--- src/sv/mf_pkg.sv ---
// ----------------------------------------------------------------------------
// mf_pkg
// Shared widths, codes and queue entry type of the 3x3 median filter.
// ----------------------------------------------------------------------------
package mf_pkg;

  localparam int MAX_WIDTH  = 1024;
  localparam int ADDR_W     = $clog2(MAX_WIDTH);
  localparam int PIX_W      = 8;
  localparam int WIDTH_W    = 11;
  localparam int HEIGHT_W   = 12;
  localparam int COL_W      = ADDR_W;
  localparam int ROW_W      = 12;
  localparam int PEND_W     = 11;
  localparam int CFG_DATA_W = 12;
  localparam int Q_DEPTH    = 4;
  localparam int Q_PTR_W    = $clog2(Q_DEPTH);
  localparam int Q_CNT_W    = $clog2(Q_DEPTH + 1);

  localparam logic [WIDTH_W-1:0]  WIDTH_RESET  = 11'd640;
  localparam logic [HEIGHT_W-1:0] HEIGHT_RESET = 12'd480;

  // Register indexes of the configuration port.
  localparam logic CFG_IMAGE_WIDTH  = 1'b0;
  localparam logic CFG_IMAGE_HEIGHT = 1'b1;

  // What the back end does with an item.
  typedef enum logic [1:0] {
    SEL_NONE = 2'b00,  // no result, window update only
    SEL_W5   = 2'b01,  // pass the middle-right window pixel
    SEL_MED  = 2'b10,  // median of the updated window
    SEL_RAW  = 2'b11   // pass the line store read data
  } sel_e;

  typedef struct packed {
    logic             is_pixel;
    sel_e             sel;
    logic             last;
    logic [PIX_W-1:0] top;
    logic [PIX_W-1:0] mid;
    logic [PIX_W-1:0] pix;
  } q_entry_t;

endpackage

--- src/sv/mf_queue.sv ---
// ----------------------------------------------------------------------------
// mf_queue
// Short FIFO of classified items between the front and back ends.
// ----------------------------------------------------------------------------
module mf_queue (
  input  logic                        clk_i,
  input  logic                        rst_ni,
  input  logic                        push_i,
  input  mf_pkg::q_entry_t            push_entry_i,
  input  logic                        pop_i,
  output logic                        not_empty_o,
  output mf_pkg::q_entry_t            head_o,
  output logic [mf_pkg::Q_CNT_W-1:0]  count_o
);
  import mf_pkg::*;

  q_entry_t             mem_q [Q_DEPTH];
  logic [Q_PTR_W-1:0]   wr_ptr_q;
  logic [Q_PTR_W-1:0]   rd_ptr_q;
  logic [Q_CNT_W-1:0]   count_q;

  always_ff @(posedge clk_i or negedge rst_ni) begin
    if (!rst_ni) begin
      wr_ptr_q <= '0;
      rd_ptr_q <= '0;
      count_q  <= '0;
    end else begin
      if (push_i) begin
        wr_ptr_q <= wr_ptr_q + Q_PTR_W'(1);
      end
      if (pop_i) begin
        rd_ptr_q <= rd_ptr_q + Q_PTR_W'(1);
      end
      case ({push_i, pop_i})
        2'b10:   count_q <= count_q + Q_CNT_W'(1);
        2'b01:   count_q <= count_q - Q_CNT_W'(1);
        default: count_q <= count_q;
      endcase
    end
  end

  always_ff @(posedge clk_i) begin
    if (push_i) begin
      mem_q[wr_ptr_q] <= push_entry_i;
    end
  end

  assign not_empty_o = (count_q != '0);
  assign head_o      = mem_q[rd_ptr_q];
  assign count_o     = count_q;

`ifndef SYNTHESIS
  a_no_overflow: assert property (@(posedge clk_i) disable iff (!rst_ni)
    !(push_i && !pop_i && (count_q == Q_CNT_W'(Q_DEPTH))))
    else $error("queue written while full");

  a_no_underflow: assert property (@(posedge clk_i) disable iff (!rst_ni)
    pop_i |-> (count_q != '0))
    else $error("queue read while empty");

  a_ptr_count: assert property (@(posedge clk_i) disable iff (!rst_ni)
    (count_q == '0) |-> (wr_ptr_q == rd_ptr_q))
    else $error("queue pointers disagree with count");
`endif

endmodule

--- config.mk ---
export PLATFORM = sky130hd
export DESIGN_NAME = mf_queue
export DESIGN_NICKNAME = d
export VERILOG_FILES = /design/src/sv/mf_pkg.sv /design/src/sv/mf_queue.sv
export SDC_FILE = /design/constraint.sdc
export NUM_CORES = 1
export LEC_CHECK = 0
export ABC_AREA = 1
export BUFFER_PORTS_ARGS = -buffer_cell sky130_fd_sc_hd__buf_2
export CAP_MARGIN = 5
export CORE_MARGIN = 8
export CORE_UTILIZATION = 57
export CTS_CLUSTER_DIAMETER = 80
export DETAILED_ROUTE_END_ITERATION = 16
export GPL_ROUTABILITY_DRIVEN = 0
export PLACE_DENSITY = 0.79
export SLEW_MARGIN = 30
export SYNTH_ARGS = -nofsm -noshare
export SYNTH_HDL_FRONTEND = slang
export SYNTH_SLANG_ARGS = --single-unit
export TNS_END_PERCENT = 1
--- constraint.sdc ---
create_clock -name clk_i -period 2.2 [get_ports clk_i]
set_input_delay 0.11 -clock clk_i [delete_from_list [all_inputs] [get_ports clk_i]]
set_output_delay 0.11 -clock clk_i [all_outputs]
set_load 0.01 [all_outputs]
==> flow_summary.ini <==
[setup_path]
crit_buf_inv = 2
start_kind = register
worst-path-max-fanout = 46
crit_path_end_kind = primary output
crit_chain = buf_12 > nand2_1 > o211ai_1 > nand2_1 > buf_2
path_common_cell = nand2_1
cp.depth = 5
ff2ff_path_depth = 4
crit_slowest_cell = dfrtp_4
cp.required_ns = 2.09
cpPeakStageDelay_ns = 0.63
crit_family = flip-flops
arrival_ns = 1.87
worstSetupPathType = reg -> out

[detailed_routing]
first_iter_violations = 168
wl_met1_mm = 3.85
wl_mm = 9.42
vias = 3188
firstDrtPassIters = 6
ant_nets = 0
met3WireLength_um = 471
wire_per_inst_um = 14.3
drc = 0
drt-vias-per-instance = 4.85
wl_met2_mm = 4.98
top_layer_used = met4

[clocking]
clkLatencyLatePin_ns = 0.51
cts_resized = 0
clk_path_buf_depth = 2
cts-root-buf = clkbuf_8
cts_num_sinks = 119
cts_tree = built
cts.reportedPaths.clkPinSlew_ns = 0.06
cts_buffers = 17
h-tree-depth = 4

[floorplanning]
io_pins = 64
die_area_um2 = 12200
start_util_pct = 58.7
die_h_um = 111
core-area_um2 = 8680
rows = 34
die_w_um = 111

[global_route]
grt_pass1_wl_mm = 15.7
grt_pass1_vias = 3267
antenna_found_initial = 0
grt_util_all_layers_pct = 16.0
grt_max_degree = 47
grt_overflow = 0

[sta]
max_freq_mhz = 506
final.period_utilization_pct = 89.9
tightest_slew_ns = 0.492
hold_viol_final = 0
min_period_ns = 1.98
rsz0062_at_grt = false
slew_viol_final = 0
slew_headroom_pct = 67.2
setup_ws_ns = 0.222
setup_tns_ns = 0
setup_viol_count_final = 0
fin_skew_ns = 0.00567

[hold_path]
holdCritPathClass = in -> reg
holdPathStages = 2

[final_layout]
diodes = 0
drive_gt1_share_pct = 23.7
syn_to_final_growth_pct = 25.1
final_cell_mix = nand2_1, edfxtp_1, inv_1
nets = 574
final_common_cell = nand2_1

[synth]
synth_xor_area_share_pct = 0.687
synthCells = 430
synth_compound_area_share_pct = 6.48
synth.distinct_cells = 18
synth-seq-area-share_pct = 69.4
syn_nets = 468
synth_mux_area_share_pct = 0
ys.warnings.count = 0
synthAdderAreaFrac_pct = 1.62
syn_avg_cell_area_um2 = 11.9
synthSimpleGateAreaFrac_pct = 13.5
synth_top_family_by_area = simple AND/OR/NAND/NOR gates
syn_area_um2 = 5100
ys_ff_latch = 119

[placed_design]
io_buffer_count = 63
dp_hpwl_mm = 5.67
pre_cts_slack_ns = 0.542

[pwr]
power_density_nw_per_um2 = 1340
vdd_drop_max_mv = 0.838
p_leak_uw = 0.00280
power.total_uw = 8540

[status]
status = completed

[flow_run]
maxCapViolCount = 0
==> cells by family (layout without fill, tap and decap cells) <==
logic type,after synthesis,count (layout)
and+or+nand+nor,183,183
DFF,119,119
buffers and inverters,88,207
AOI/OAI and AO/OA,30,30
adders and majority gates,6,6
xor gates and xnor gates,4,4
==> worst register-to-register path, delay by kind of cell (launching register included) <==
| family | cells | cell delay [ns] |
|---|---|---|
| DFF | 1 | 0.42 |
| and+or+nand+nor | 1 | 0.05 |
| adders and majority gates | 1 | 0.18 |
| buffers and inverters | 2 | 0.62 |
==> cells in the mapped netlist <==
cell / number / area, um2
buf_2: 6 / 30.0
buf_4: 4 / 30.0
buf_6: 9 / 101
clkbuf_1: 1 / 3.75
dfrtp_1: 7 / 175
edfxtp_1: 112 / 3360
fa_1: 1 / 20.0
ha_1: 5 / 62.6
inv_1: 68 / 255
nand2_1: 126 / 473
nand3_1: 1 / 5.00
nand4_1: 1 / 6.26
nor2_1: 55 / 206
o211ai_1: 6 / 45.0
o211ai_2: 22 / 275
o21ai_0: 2 / 10.0
xnor2_1: 1 / 8.76
xor2_1: 3 / 26.3
==> routing by layer <==
metal  vias to the layer above  global-route usage, %
li1                       1621                      -
met2                        77                   27.3
met5                         -                      0
met1                      1478                   18.0
met4                         0                   5.77
met3                        12                   6.01
==> stage by stage <==
step	utilization, %	instances	hold WS, ns	instance area (um2)
final	73.5	657	0.348	6380
after global routing	73.5	657	0.333	6380
after CTS	73.5	657	0.329	6380
after detailed placement	63.3	592	-0.0415	5490
after global placement	63.3	592	-0.0420	5490
after floorplan	-	430	-0.186	5100
==> power by group <==
group | switching [uW] | internal [uW] | total (uW)
Combinational | 1770 | 1080 | 2850
Sequential | 239 | 2980 | 3220
Clock | 972 | 1490 | 2470
==> final timing paths <==
| check | from | end | slack, ns |
|---|---|---|---|
| worst max-delay path | rd_ptr_q[0] | head_o[2] | 0.22 |
| worst max register to register | wr_ptr_q[0] | mem_q[3][10] | 0.61 |
| worst min register to register | count_o[2] | count_o[2] | 0.52 |
| worst min-delay path | push_entry_i[22] | mem_q[0][22] | 0.35 |
| max in group asynchronous | rst_ni | rd_ptr_q[0] | 1.36 |
| min in group asynchronous | rst_ni | count_o[0] | 0.56 |
==> flip-flops by register name, summed over array words and instances (netlist names) <==
signal	flops
count_o	3
wr_ptr_q	2
rd_ptr_q	2
mem_q	112
==> layout make-up <==
class / instances / area, um2
multi-input cells: 223 / 1140
well taps: 108 / 135
flip-flops and latches: 119 / 3540
clock inverters: 15 / 130
clock buffers: 17 / 414
inverters: 68 / 255
fillers: 570 / 2300
repair buffers: 107 / 763
==> what timing repair did <==
item | 4_1_cts | 5_1_grt
hold buffers | 32 | 0
hold endpoints to repair | 123 | 0
endpoints found under the setup margin | 6 | 0
setup buffers | 1 | 0
No activity file was read; power rests on OpenSTA's default activity.
