**src/sv/mf_pkg.sv**
```systemverilog
// ----------------------------------------------------------------------------
// mf_pkg
// Shared widths, codes and queue entry type of the 3x3 median filter.
// ----------------------------------------------------------------------------
package mf_pkg;

  localparam int MAX_WIDTH  = 1024;
  localparam int ADDR_W     = $clog2(MAX_WIDTH);
  localparam int PIX_W      = 8;
  localparam int WIDTH_W    = 11;
  localparam int HEIGHT_W   = 12;
  localparam int COL_W      = ADDR_W;
  localparam int ROW_W      = 12;
  localparam int PEND_W     = 11;
  localparam int CFG_DATA_W = 12;
  localparam int Q_DEPTH    = 4;
  localparam int Q_PTR_W    = $clog2(Q_DEPTH);
  localparam int Q_CNT_W    = $clog2(Q_DEPTH + 1);

  localparam logic [WIDTH_W-1:0]  WIDTH_RESET  = 11'd640;
  localparam logic [HEIGHT_W-1:0] HEIGHT_RESET = 12'd480;

  // Register indexes of the configuration port.
  localparam logic CFG_IMAGE_WIDTH  = 1'b0;
  localparam logic CFG_IMAGE_HEIGHT = 1'b1;

  // What the back end does with an item.
  typedef enum logic [1:0] {
    SEL_NONE = 2'b00,  // no result, window update only
    SEL_W5   = 2'b01,  // pass the middle-right window pixel
    SEL_MED  = 2'b10,  // median of the updated window
    SEL_RAW  = 2'b11   // pass the line store read data
  } sel_e;

  typedef struct packed {
    logic             is_pixel;
    sel_e             sel;
    logic             last;
    logic [PIX_W-1:0] top;
    logic [PIX_W-1:0] mid;
    logic [PIX_W-1:0] pix;
  } q_entry_t;

endpackage

```
**src/sv/mf_back.sv**
```systemverilog
// ----------------------------------------------------------------------------
// mf_back
// 3x3 window of sorted columns, two-stage median and the output register.
// ----------------------------------------------------------------------------
module mf_back (
  input  logic                      clk_i,
  input  logic                      rst_ni,
  input  logic                      q_valid_i,
  input  mf_pkg::q_entry_t          q_entry_i,
  output logic                      pop_o,
  output logic                      out_valid_o,
  input  logic                      out_ready_i,
  output logic [mf_pkg::PIX_W-1:0]  pixel_out_o,
  output logic                      frame_last_o
);
  import mf_pkg::*;

  typedef struct packed {
    logic [PIX_W-1:0] lo;
    logic [PIX_W-1:0] md;
    logic [PIX_W-1:0] hi;
  } col_t;

  function automatic logic [PIX_W-1:0] min2(logic [PIX_W-1:0] a, logic [PIX_W-1:0] b);
    return (a < b) ? a : b;
  endfunction

  function automatic logic [PIX_W-1:0] max2(logic [PIX_W-1:0] a, logic [PIX_W-1:0] b);
    return (a < b) ? b : a;
  endfunction

  function automatic logic [PIX_W-1:0] med3(logic [PIX_W-1:0] a, logic [PIX_W-1:0] b,
                                            logic [PIX_W-1:0] c);
    return max2(min2(a, b), min2(max2(a, b), c));
  endfunction

  function automatic col_t sort3(logic [PIX_W-1:0] a, logic [PIX_W-1:0] b,
                                 logic [PIX_W-1:0] c);
    col_t             s;
    logic [PIX_W-1:0] lo1;
    logic [PIX_W-1:0] hi1;
    logic [PIX_W-1:0] t;
    lo1  = min2(a, b);
    hi1  = max2(a, b);
    s.hi = max2(hi1, c);
    t    = min2(hi1, c);
    s.lo = min2(lo1, t);
    s.md = max2(lo1, t);
    return s;
  endfunction

  col_t              col_q [3];
  logic [PIX_W-1:0]  w5_q;
  logic              adv;

  logic              s1_valid_q;
  sel_e              s1_sel_q;
  logic              s1_last_q;
  logic [PIX_W-1:0]  s1_pass_q;

  logic              s2_valid_q;
  sel_e              s2_sel_q;
  logic              s2_last_q;
  logic [PIX_W-1:0]  s2_pass_q;
  logic [PIX_W-1:0]  s2_lo_q;
  logic [PIX_W-1:0]  s2_md_q;
  logic [PIX_W-1:0]  s2_hi_q;

  logic              out_valid_q;
  logic [PIX_W-1:0]  out_pixel_q, out_pixel_d;
  logic              out_last_q;

  // The whole back pipeline moves together whenever the output can move.
  assign adv   = !out_valid_q || out_ready_i;
  assign pop_o = adv && q_valid_i;

  always_ff @(posedge clk_i or negedge rst_ni) begin
    if (!rst_ni) begin
      for (int i = 0; i < 3; i++) begin
        col_q[i] <= '0;
      end
      w5_q <= '0;
    end else if (pop_o && q_entry_i.is_pixel) begin
      col_q[0] <= col_q[1];
      col_q[1] <= col_q[2];
      col_q[2] <= sort3(q_entry_i.top, q_entry_i.mid, q_entry_i.pix);
      w5_q     <= q_entry_i.mid;
    end
  end

  always_ff @(posedge clk_i or negedge rst_ni) begin
    if (!rst_ni) begin
      s1_valid_q  <= 1'b0;
      s2_valid_q  <= 1'b0;
      out_valid_q <= 1'b0;
    end else if (adv) begin
      s1_valid_q  <= pop_o && (q_entry_i.sel != SEL_NONE);
      s2_valid_q  <= s1_valid_q;
      out_valid_q <= s2_valid_q;
    end
  end

  always_comb begin
    case (s2_sel_q)
      SEL_MED: out_pixel_d = med3(s2_lo_q, s2_md_q, s2_hi_q);
      default: out_pixel_d = s2_pass_q;
    endcase
  end

  always_ff @(posedge clk_i) begin
    if (adv) begin
      s1_sel_q    <= q_entry_i.sel;
      s1_last_q   <= q_entry_i.last;
      s1_pass_q   <= (q_entry_i.sel == SEL_RAW) ? q_entry_i.mid : w5_q;
      s2_sel_q    <= s1_sel_q;
      s2_last_q   <= s1_last_q;
      s2_pass_q   <= s1_pass_q;
      s2_lo_q     <= max2(max2(col_q[0].lo, col_q[1].lo), col_q[2].lo);
      s2_md_q     <= med3(col_q[0].md, col_q[1].md, col_q[2].md);
      s2_hi_q     <= min2(min2(col_q[0].hi, col_q[1].hi), col_q[2].hi);
      out_pixel_q <= out_pixel_d;
      out_last_q  <= s2_last_q;
    end
  end

  assign out_valid_o  = out_valid_q;
  assign pixel_out_o  = out_pixel_q;
  assign frame_last_o = out_last_q;

`ifndef SYNTHESIS
  a_s1_has_result: assert property (@(posedge clk_i) disable iff (!rst_ni)
    s1_valid_q |-> (s1_sel_q != SEL_NONE))
    else $error("result stage holds an item without a result");

  a_window_frozen: assert property (@(posedge clk_i) disable iff (!rst_ni)
    !adv |=> ($stable(w5_q) && $stable(col_q[2])))
    else $error("window moved while the output stalled");

  a_pipe_frozen: assert property (@(posedge clk_i) disable iff (!rst_ni)
    (out_valid_q && !out_ready_i) |=> ($stable(s1_valid_q) && $stable(s2_valid_q)))
    else $error("median pipeline moved while the output stalled");
`endif

endmodule

```
**config.mk**
```make
export PLATFORM = sky130hd
export DESIGN_NAME = mf_back
export DESIGN_NICKNAME = d
export VERILOG_FILES = /design/src/sv/mf_pkg.sv /design/src/sv/mf_back.sv
export SDC_FILE = /design/constraint.sdc
export NUM_CORES = 1
export LEC_CHECK = 0
export ABC_AREA = 1
export BUFFER_PORTS_ARGS = -buffer_cell sky130_fd_sc_hd__buf_2
export CORE_UTILIZATION = 60
export CTS_BUF_LIST = sky130_fd_sc_hd__clkbuf_4
export CTS_CLUSTER_SIZE = 20
export DETAILED_ROUTE_END_ITERATION = 12
export PLACE_DENSITY = 0.74
export SLEW_MARGIN = 0
export SYNTH_ARGS = -nofsm -noshare
export SYNTH_HDL_FRONTEND = slang
export SYNTH_SLANG_ARGS = --single-unit
```
**constraint.sdc**
```tcl
create_clock -name clk_i -period 5.75 [get_ports clk_i]
set_input_delay 0.8625 -clock clk_i [delete_from_list [all_inputs] [get_ports clk_i]]
set_output_delay 0.8625 -clock clk_i [all_outputs]
set_load 0.02 [all_outputs]
```
==> impl_metrics.env, run 1 <==
export IMPL_drtAntennaViolNets=0
export IMPL_fp_dieW_um=123
export IMPL_drt_iter0_markers=482
export IMPL_rsz0062_at_grt="false"
export IMPL_hold_violations=0
export IMPL_finalCriticalPeriod_ns=4.72
export IMPL_portBuffers=42
export IMPL_std_cell_rows=43
export IMPL_syn_nets=1242
export IMPL_path_cells="buf_2, inv_1, ha_1, a21oi_1, o21a_1, nand2_2, o21ai_0, ha_1, nand2_1, nor2_1, a211oi_1, nand2_2, o21ai_0, ha_1, a21oi_1, nor2_1, a211oi_2, buf_4, nand2_4, nand2_1, nand3_1, nand2_1"
export IMPL_clk_latency_ns=0.55
export IMPL_whs_path_depth=0
export IMPL_seq_area_frac_synth=0.427
export IMPL_slew_limit_headroom=0.276
export IMPL_finalCritPeriodShare=0.822
export IMPL_final_util=0.666
export IMPL_gr_usage_met1=0.350
export IMPL_cts_tree="done"
export IMPL_max_freq_ghz=0.212
export IMPL_drv_slew=0
export IMPL_drt_wl_total_mm=18.4
export IMPL_vias=7165
export IMPL_initial_core_util=0.622
export IMPL_r2r_cells=24
export IMPL_firstDrtPassIters=5
export IMPL_synth_xor_area_share=0
export IMPL_drive_gt1_frac=0.0826
export IMPL_nets=1272
export IMPL_clockBufferDepth=2
export IMPL_first_global_vias=6648
export IMPL_crit_type="input pin to register"
export IMPL_multi_input_area_sq_mm=0.00426
export IMPL_crit_path_top_delay_cell="o21ai_0"
export IMPL_synth_top_area_frac=0.238
export IMPL_coreArea_sq_mm=0.0140
export IMPL_critPathLaunchType="input pin"
export IMPL_synth_simple_gate_area_frac=0.219
export IMPL_hold_class="register to register"
export IMPL_synth_compound_area_share=0.138
export IMPL_synth_area_sq_mm=0.00873
export IMPL_antenna_found_initial=1
export IMPL_syn_avg_cell_area_sq_um=7.80
export IMPL_grt_pass1_wl_mm=30.9
export IMPL_max_cap_violations=0
export IMPL_numCtsBuffers=17
export IMPL_die_area_sq_mm=0.0150
export IMPL_drc=0
export IMPL_worstMarginPinSlew_ns=1.09
export IMPL_layout_common_cells="nand2_1, o21ai_0, inv_1"
export IMPL_synth_cells=1119
export IMPL_holdPathEnd="s2_sel_q[1]"
export IMPL_grt_max_degree=119
export IMPL_ios=43
export IMPL_synthTopCellsByArea="dfrtp_1, edfxtp_1, nand2_1"
export IMPL_grt_met2_usage=0.436
export IMPL_min_delay_start="s1_sel_q[1]"
export IMPL_register_area_sq_mm=0.00373
export IMPL_skew_ns=0.0179
export IMPL_status="completed"
export IMPL_ys_types=26
export IMPL_overflow=0
export IMPL_fin_tns_setup_ns=0
export IMPL_fp_dieH_um=123
export IMPL_gr_usage_met3=0.0469
export IMPL_areaGrowthSynthToFinish_pct=7.12
export IMPL_wl_per_cell_um=13.7
export IMPL_vias_per_cell=5.34
export IMPL_post_cts_resized=0
export IMPL_worstPathRequired_ns=6.22
export IMPL_clock_sinks=138
export IMPL_r2r_end="s2_md_q[4]"
export IMPL_place_congestion=0.947
export IMPL_path_max_fanout=31
export IMPL_crit_path_max_incr_delay_ns=0.53
export IMPL_grt_busiest_layer="met2"
export IMPL_yosys_area_top_type="dfrtp_1"
export IMPL_r2r_setup_slack_ns=1.05
export IMPL_r2r_start="col_q[35]"
export IMPL_synth_area_mux_share=0
export IMPL_ys_seq_elements=138
export IMPL_endpoint_kind="register"
export IMPL_cts_setup_buffers=0
export IMPL_grt_usage=0.267
export IMPL_cts_root_buf="clkbuf_4"
export IMPL_clk_pin_slew_ns=0.12
export IMPL_final_common_cell="nand2_1"
export IMPL_finalSetupViolCount=0
export IMPL_arrival_ns=5.20
export IMPL_cts_max_level=4
export IMPL_nFillCells=1200
export IMPL_cts_hold_buf=0
export IMPL_synth_top_family_by_area="simple AND/OR/NAND/NOR gates"
export IMPL_synth_warnings=0
export IMPL_place_hpwl_mm=13.7
export IMPL_synth_fa_ha_area_frac=0.130
-- layer usage --
metal	part of all wire	vias up
met5	0	-
li1	-	3734
met2	0.46	164
met3	0.039	35
met1	0.47	3232
met4	0.025	0
-- cell families after synthesis --
kind of cell / after synthesis
buffers and inverters: 193
adder cells (fa/ha/maj): 91
flip-flops: 138
AO/OA/AOI/OAI: 230
AND/OR/NAND/NOR: 467
-- worst max-delay path by stage --
stage	endpoint	slack, ns	startpoint	depth (start not counted)
3_5_place_dp	col_q[14]	0.53	q_entry_i[13]	22
2_1_floorplan	col_q[14]	0.87	q_entry_i[15]	25
5_1_grt	s2_md_q[4]	0.51	col_q[33]	26
4_1_cts	s2_md_q[4]	1.05	col_q[33]	26
3_3_place_gp	col_q[8]	0.62	q_entry_i[15]	22
6_report	col_q[14]	1.03	q_entry_i[13]	22
-- per-stage QoR --
step           cells  worst slack [ns]  hold slack [ns]  area, sq um
2_1_floorplan   1119             0.875            0.400         8730
3_3_place_gp    1310             0.616            0.402         9060
3_5_place_dp    1310             0.532            0.406         9060
4_1_cts         1342              1.05            0.425         9350
5_1_grt         1343             0.508            0.440         9350
6_report        1343              1.03            0.425         9350
-- synth_stat cells --
master / count
a211oi_1: 7
a211oi_2: 1
a21oi_1: 41
and2_1: 1
buf_1: 1
buf_2: 7
buf_4: 1
buf_6: 1
clkbuf_1: 28
dfrtp_1: 83
edfxtp_1: 55
ha_1: 91
inv_1: 155
nand2_1: 340
nand2_2: 10
nand2_4: 2
nand3_1: 65
nand3b_1: 6
nand4_1: 5
nor2_1: 38
o211ai_1: 2
o211ai_2: 1
o21a_1: 3
o21ai_0: 165
o21ai_1: 3
o22ai_1: 7
-- registers in the layout (all words and copies together), names as in the netlist, 2 cells and up --
name and cells:
s1_pass_q 8, pixel_out_o 8, s2_md_q 8, w5_q 8, s2_pass_q 8, s2_hi_q 8, s1_sel_q 2, col_q 72
s2_sel_q 2, s2_lo_q 8
-- critical path, delay by kind of cell --
kind / cells / cell delay, ns
AOI/OAI and AO/OA: 7 / 1.81
buffers and inverters: 3 / 0.40
adders and majority gates: 3 / 0.96
and+or+nand+nor: 9 / 1.19
-- final cells by class --
cell class              count  area share
clock buffers              18      0.0145
well taps                 180      0.0241
multi-input cells         788       0.456
inverters                 155      0.0622
flip-flops and latches    138       0.399
repair buffers             49      0.0284
diodes                      1    0.000268
clock inverters            14      0.0159
Power of run 1 is not shown: default switching activity piles up to over one toggle a cycle in this logic, so the estimate is an artifact.
==> run 2: changes to the inputs <==
ABC_AREA = 0   (was 1)
CORE_UTILIZATION = 58   (was 60)
PLACE_DENSITY = 0.75   (was 0.74)
clock period = 4 ns   (was 5.75 ns; I/O delays follow)
==> run 2 against run 1 <==
Against the previous run: the run now ends with negative setup slack left; sequential share of layout area fell by 9.5 points; global-route usage rose by 6.9 points; clock skew rose by 0.0050 ns.
==> impl_metrics.env, run 2 <==
export IMPL_status="finished with violations"
export IMPL_violations="negative setup slack"
export IMPL_rsz0062_at_grt="true"
export IMPL_initial_core_util=0.602
export IMPL_synth_area_mux_share=0.0769
export IMPL_first_global_vias=8372
export IMPL_syn_nets=1062
export IMPL_fp_dieW_um=126
export IMPL_nFillCells=799
export IMPL_clock_sinks=138
export IMPL_synth_xor_area_share=0
export IMPL_drv_slew=0
export IMPL_synth_area_sq_mm=0.00888
export IMPL_clk_pin_slew_ns=0.15
export IMPL_synth_fa_ha_area_frac=0.128
export IMPL_regMostFlops="col_q"
export IMPL_final_util=0.833
export IMPL_endpoint_kind="register"
export IMPL_grt_busiest_layer="met2"
export IMPL_worstPathRequired_ns=4.31
export IMPL_final_common_cell="buf_4"
export IMPL_place_congestion=1.00
export IMPL_max_freq_ghz=0.187
export IMPL_hold_violations=0
export IMPL_cts_root_buf="clkbuf_4"
export IMPL_ys_seq_elements=138
export IMPL_cts_tree="done"
export IMPL_grt_met2_usage=0.570
export IMPL_clk_latency_ns=0.58
export IMPL_vias=8659
export IMPL_crit_type="register to register"
export IMPL_path_max_fanout=7
export IMPL_synth_main_ff_cell="dfrtp_1"
export IMPL_firstDrtPassIters=7
export IMPL_die_area_sq_mm=0.0158
export IMPL_syn_avg_cell_area_sq_um=9.46
export IMPL_place_hpwl_mm=17.6
export IMPL_fin_ws_ns=-1.34
export IMPL_grt_max_degree=62
export IMPL_largest_reg_flops=72
export IMPL_ys_top_cells_by_count="nand2_1, o21ai_0, inv_1, ha_1, dfrtp_1"
export IMPL_synth_async_reset_ratio=0.601
export IMPL_areaGrowthSynthToFinish_pct=38.5
export IMPL_antenna_found_initial=2
export IMPL_gr_usage_met1=0.425
export IMPL_ios=43
export IMPL_cts_max_level=4
export IMPL_overflow=0
export IMPL_synth_edf_count=55
export IMPL_ys_types=63
export IMPL_synth_simple_gate_area_frac=0.122
export IMPL_grt_usage=0.336
export IMPL_synth_compound_area_share=0.195
export IMPL_numCtsBuffers=17
export IMPL_nets=1318
export IMPL_drtAntennaViolNets=0
export IMPL_fp_dieH_um=126
export IMPL_std_cell_rows=44
export IMPL_holdWs_ns=0.0873
export IMPL_gr_usage_met3=0.0582
export IMPL_crit_path_max_incr_delay_ns=0.45
export IMPL_max_cap_violations=0
export IMPL_drive_gt1_frac=0.390
export IMPL_synth_top_family_by_area="compound AO/OA/AOI/OAI gates"
export IMPL_yosys_area_top_type="dfrtp_1"
export IMPL_crit_path_top_delay_cell="nor4b_4"
export IMPL_skew_ns=0.0229
export IMPL_synth_most_common_cell="nand2_1"
export IMPL_drt_iter0_markers=766
export IMPL_vias_per_cell=6.21
export IMPL_grt_pass1_wl_mm=41.4
export IMPL_arrival_ns=5.65
export IMPL_drt_wl_total_mm=28.2
export IMPL_path_cells="inv_1, ha_1, nand4_1, nor3_4, nor2_4, buf_12, buf_6, mux2_4, ha_4, nand4_1, a221oi_2, nor2_2, a21oi_4, mux2i_2, ha_1, a21o_1, a21oi_2, o21ai_1, a21o_1, nor2_4, nor4b_4, nor4_4"
export IMPL_synth_warnings=0
export IMPL_multi_input_area_sq_mm=0.00560
export IMPL_synth_cells=939
export IMPL_finalCritPeriodShare=1.34
export IMPL_coreArea_sq_mm=0.0148
export IMPL_portBuffers=42
export IMPL_worstMarginPinSlew_ns=0.952
export IMPL_seq_area_frac_synth=0.420
export IMPL_synthTopCellsByArea="dfrtp_1, edfxtp_1, ha_1"
export IMPL_layout_common_cells="buf_4, nand2_1, o21ai_0"
export IMPL_synth_top_area_frac=0.234
export IMPL_finalSetupViolCount=32
export IMPL_slew_limit_headroom=0.365
export IMPL_hold_class="input pin to asynchronous set/reset pin"
export IMPL_drc=0
export IMPL_clockBufferDepth=2
export IMPL_wl_per_cell_um=20.2
export IMPL_critPathLaunchType="register"
export IMPL_finalCriticalPeriod_ns=5.34
export IMPL_register_area_sq_mm=0.00373
==> run 2: cell count changes after synthesis, moves of 25 or more <==
cell / delta
nand2_1: -207
inv_1: -62
o21ai_0: -60
nand3_1: -56
mux2i_1: +30
mux2_2: +25
==> run 2: what timing repair did <==
action	in CTS	in global routing
pin swaps	56	40
hold buffers	0	0
resized for setup	106	55
buffers inserted	45	14
cloned	3	0
endpoints found under the setup margin	40	48
==> run 2: kinds of logic after synthesis <==
logic type | count (synthesis)
AOI/OAI and AO/OA | 276
and+or+nand+nor | 238
DFF | 138
buffers and inverters | 132
adders and majority gates | 91
muxes | 64
==> run 2: final timing paths <==
kind | from | to | slack (ns) | cells after the start
setup reg to reg | col_q[39] | s2_md_q[0] | -1.34 | 22
min in group clk_i | q_entry_i[24] | s1_last_q | 0.21 | 1
hold / removal | rst_ni | col_q[53] | 0.09 | 1
hold reg to reg | s1_sel_q[1] | s2_sel_q[1] | 0.44 | 0
max in group asynchronous | rst_ni | col_q[64] | 3.06 | 2
setup / recovery | col_q[39] | s2_md_q[0] | -1.34 | 22
==> run 2: worst max-delay path: cells and delay by family, from the launching register on <==
| kind | cells | cell delay, ns |
|---|---|---|
| simple gates | 8 | 1.60 |
| mux | 2 | 0.60 |
| fa+ha+maj | 3 | 0.88 |
| compound gates | 6 | 1.24 |
| flops | 1 | 0.38 |
| buf+inv | 3 | 0.35 |
==> run 2: metrics by stage <==
step / setup slack, ns / instances / instance area, sq um / TNS [ns]
after detailed placement: -1.46 / 1304 / 10800 / -39.20
final: -1.34 / 1394 / 12300 / -32.38
after global routing: -1.49 / 1394 / 12300 / -36.08
after floorplan: -0.942 / 939 / 9200 / -22.35
after global placement: -1.30 / 1304 / 10800 / -34.71
after CTS: -1.03 / 1379 / 11900 / -21.49
==> run 2: per-layer routing <==
layer	part of all wire	up-vias
met5	0	-
met2	0.48	512
met4	0.047	0
met3	0.076	147
li1	-	3924
met1	0.40	4076
==> run 2: layout make-up <==
cell class,instances,area share
diodes,2,0.000407
clock inverters,15,0.0129
inverters,93,0.0294
repair buffers,274,0.169
multi-input cells,671,0.455
clock buffers,17,0.0104
well taps,184,0.0187
flip-flops and latches,138,0.303
Power of run 2 is left out for the same reason.
==> run 3: changes to the inputs <==
REMOVE_ABC_BUFFERS = 1   (was default)
==> run 3 against run 2 <==
Against the previous run: the run still ends with negative setup slack left; sequential share of layout area down 0.77 points; first-iteration DRC count up 55%; non-clock buffer count up 16; critical path depth up 3; register-to-register slack better by 0.11 ns; clock-buffer cell count unchanged; worst setup slack better by 0.11 ns; core utilization up 2.2 points; wire length up 21%; critical path type unchanged; largest cell class unchanged; highest routed layer is now met5.
==> impl_metrics.env, run 3 (synthesis results as in run 2) <==
export IMPL_status="finished with violations"
export IMPL_violations="negative setup slack"
export IMPL_rsz0062_at_grt="true"
export IMPL_r2r_end="pixel_out_o[7]"
export IMPL_initial_core_util=0.602
export IMPL_drt_wl_total_mm=34.2
export IMPL_hold_class="input pin to asynchronous set/reset pin"
export IMPL_first_global_vias=8909
export IMPL_grt_usage=0.375
export IMPL_firstDrtPassIters=9
export IMPL_grt_pass1_wl_mm=45.6
export IMPL_drive_gt1_frac=0.422
export IMPL_largest_reg_flops=72
export IMPL_register_area_sq_mm=0.00373
export IMPL_cts_max_level=4
export IMPL_arrival_ns=5.58
export IMPL_place_congestion=0.955
export IMPL_multi_input_area_sq_mm=0.00579
export IMPL_worstPathRequired_ns=4.36
export IMPL_critPathLaunchType="register"
export IMPL_max_cap_violations=0
export IMPL_worstMarginPinSlew_ns=1.18
export IMPL_cts_tree="done"
export IMPL_r2r_setup_slack_ns=-1.23
export IMPL_grt_busiest_layer="met2"
export IMPL_drt_iter0_markers=1184
export IMPL_std_cell_rows=44
export IMPL_cp_num_cells=25
export IMPL_max_freq_ghz=0.191
export IMPL_final_common_cell="buf_4"
export IMPL_fp_dieH_um=126
export IMPL_crit_type="register to register"
export IMPL_coreArea_sq_mm=0.0148
export IMPL_clock_sinks=138
export IMPL_grt_met2_usage=0.631
export IMPL_antenna_found_initial=2
export IMPL_gr_usage_met1=0.432
export IMPL_numCtsBuffers=17
export IMPL_nets=1332
export IMPL_path_max_fanout=8
export IMPL_cts_root_buf="clkbuf_4"
export IMPL_pre_cts_ws_ns=-1.59
export IMPL_hold_violations=0
export IMPL_crit_family="compound AO/OA/AOI/OAI gates"
export IMPL_final_util=0.855
export IMPL_layout_common_cells="buf_4, nand2_1, inv_1"
export IMPL_drv_slew=0
export IMPL_drtAntennaViolNets=0
export IMPL_areaGrowthSynthToFinish_pct=42.1
export IMPL_finalSetupViolCount=32
export IMPL_skew_ns=0.0289
export IMPL_place_hpwl_mm=16.8
export IMPL_portBuffers=42
export IMPL_clk_latency_ns=0.62
export IMPL_vias=9424
export IMPL_crit_path_top_delay_cell="edfxtp_1"
export IMPL_ios=43
export IMPL_regMostFlops="col_q"
export IMPL_r2r_start="s2_md_q[1]"
export IMPL_r2r_cells=25
export IMPL_vias_per_cell=6.70
export IMPL_overflow=0
export IMPL_finalCriticalPeriod_ns=5.23
export IMPL_clockBufferDepth=2
export IMPL_grt_max_degree=72
export IMPL_endpoint_kind="register"
export IMPL_crit_path_max_incr_delay_ns=0.46
export IMPL_die_area_sq_mm=0.0158
export IMPL_slew_limit_headroom=0.216
export IMPL_gr_usage_met3=0.0918
export IMPL_wl_per_cell_um=24.3
export IMPL_fp_dieW_um=126
export IMPL_placed_cells=1292
export IMPL_finalCritPeriodShare=1.31
export IMPL_clk_pin_slew_ns=0.15
export IMPL_drc=0
export IMPL_fin_cells=1407
export IMPL_nFillCells=671
export IMPL_fin_tns_setup_ns=-32.30
export IMPL_fin_ws_ns=-1.23
export IMPL_cp_buffers_inverters=3
## run 3: worst max-delay path by stage
stage,startpoint,endpoint,slack (ns)
global placement,s2_lo_q[1],pixel_out_o[4],-1.39
detailed placement,q_entry_i[12],col_q[12],-1.59
global route,s2_md_q[1],pixel_out_o[7],-1.42
floorplan,q_entry_i[12],col_q[8],-2.39
CTS,s2_lo_q[3],pixel_out_o[1],-0.98
finish,s2_md_q[1],pixel_out_o[7],-1.23
## run 3: timing repair
| action | CTS | global route |
|---|---|---|
| gates cloned | 4 | 0 |
| hold buffers | 0 | 0 |
| pin swaps | 74 | 59 |
| setup endpoints to repair | 33 | 48 |
| resized for setup | 161 | 111 |
| buffers inserted | 63 | 20 |
## run 3: layout make-up
class                      instances  share of cell area
inverter                          93              0.0279
clock buffer                      17              0.0101
clock inverter                    15              0.0117
tap                              184              0.0182
timing repair buffer             290               0.177
multi-input combinational        669               0.459
antenna                            1            0.000198
sequential                       138               0.296
## run 3: metal layers
metal / part of all wire / wire (um) / vias up
li1: - / - / 3935
met1: 0.34 / 11500 / 4407
met2: 0.47 / 15900 / 747
met3: 0.10 / 3410 / 333
met4: 0.098 / 3350 / 2
met5: 0.00038 / 13 / -
## run 3: worst reg2reg max path, delay by kind of cell, from the launching register on
family                     cells  cell delay, ns
and+or+nand+nor                3            0.28
buffers and inverters          3            0.42
adders and majority gates      3            0.77
AOI/OAI and AO/OA             14            2.60
DFF                            1            0.46
muxes                          2            0.46
## run 3: metrics by stage
step                hold slack, ns  cell area (sq um)
floorplan                    0.304               8720
global placement             0.404              10400
detailed placement           0.405              10400
CTS                          0.161              11900
global route                 0.137              12600
finish                       0.112              12600
Power of run 3 is left out for the same reason.
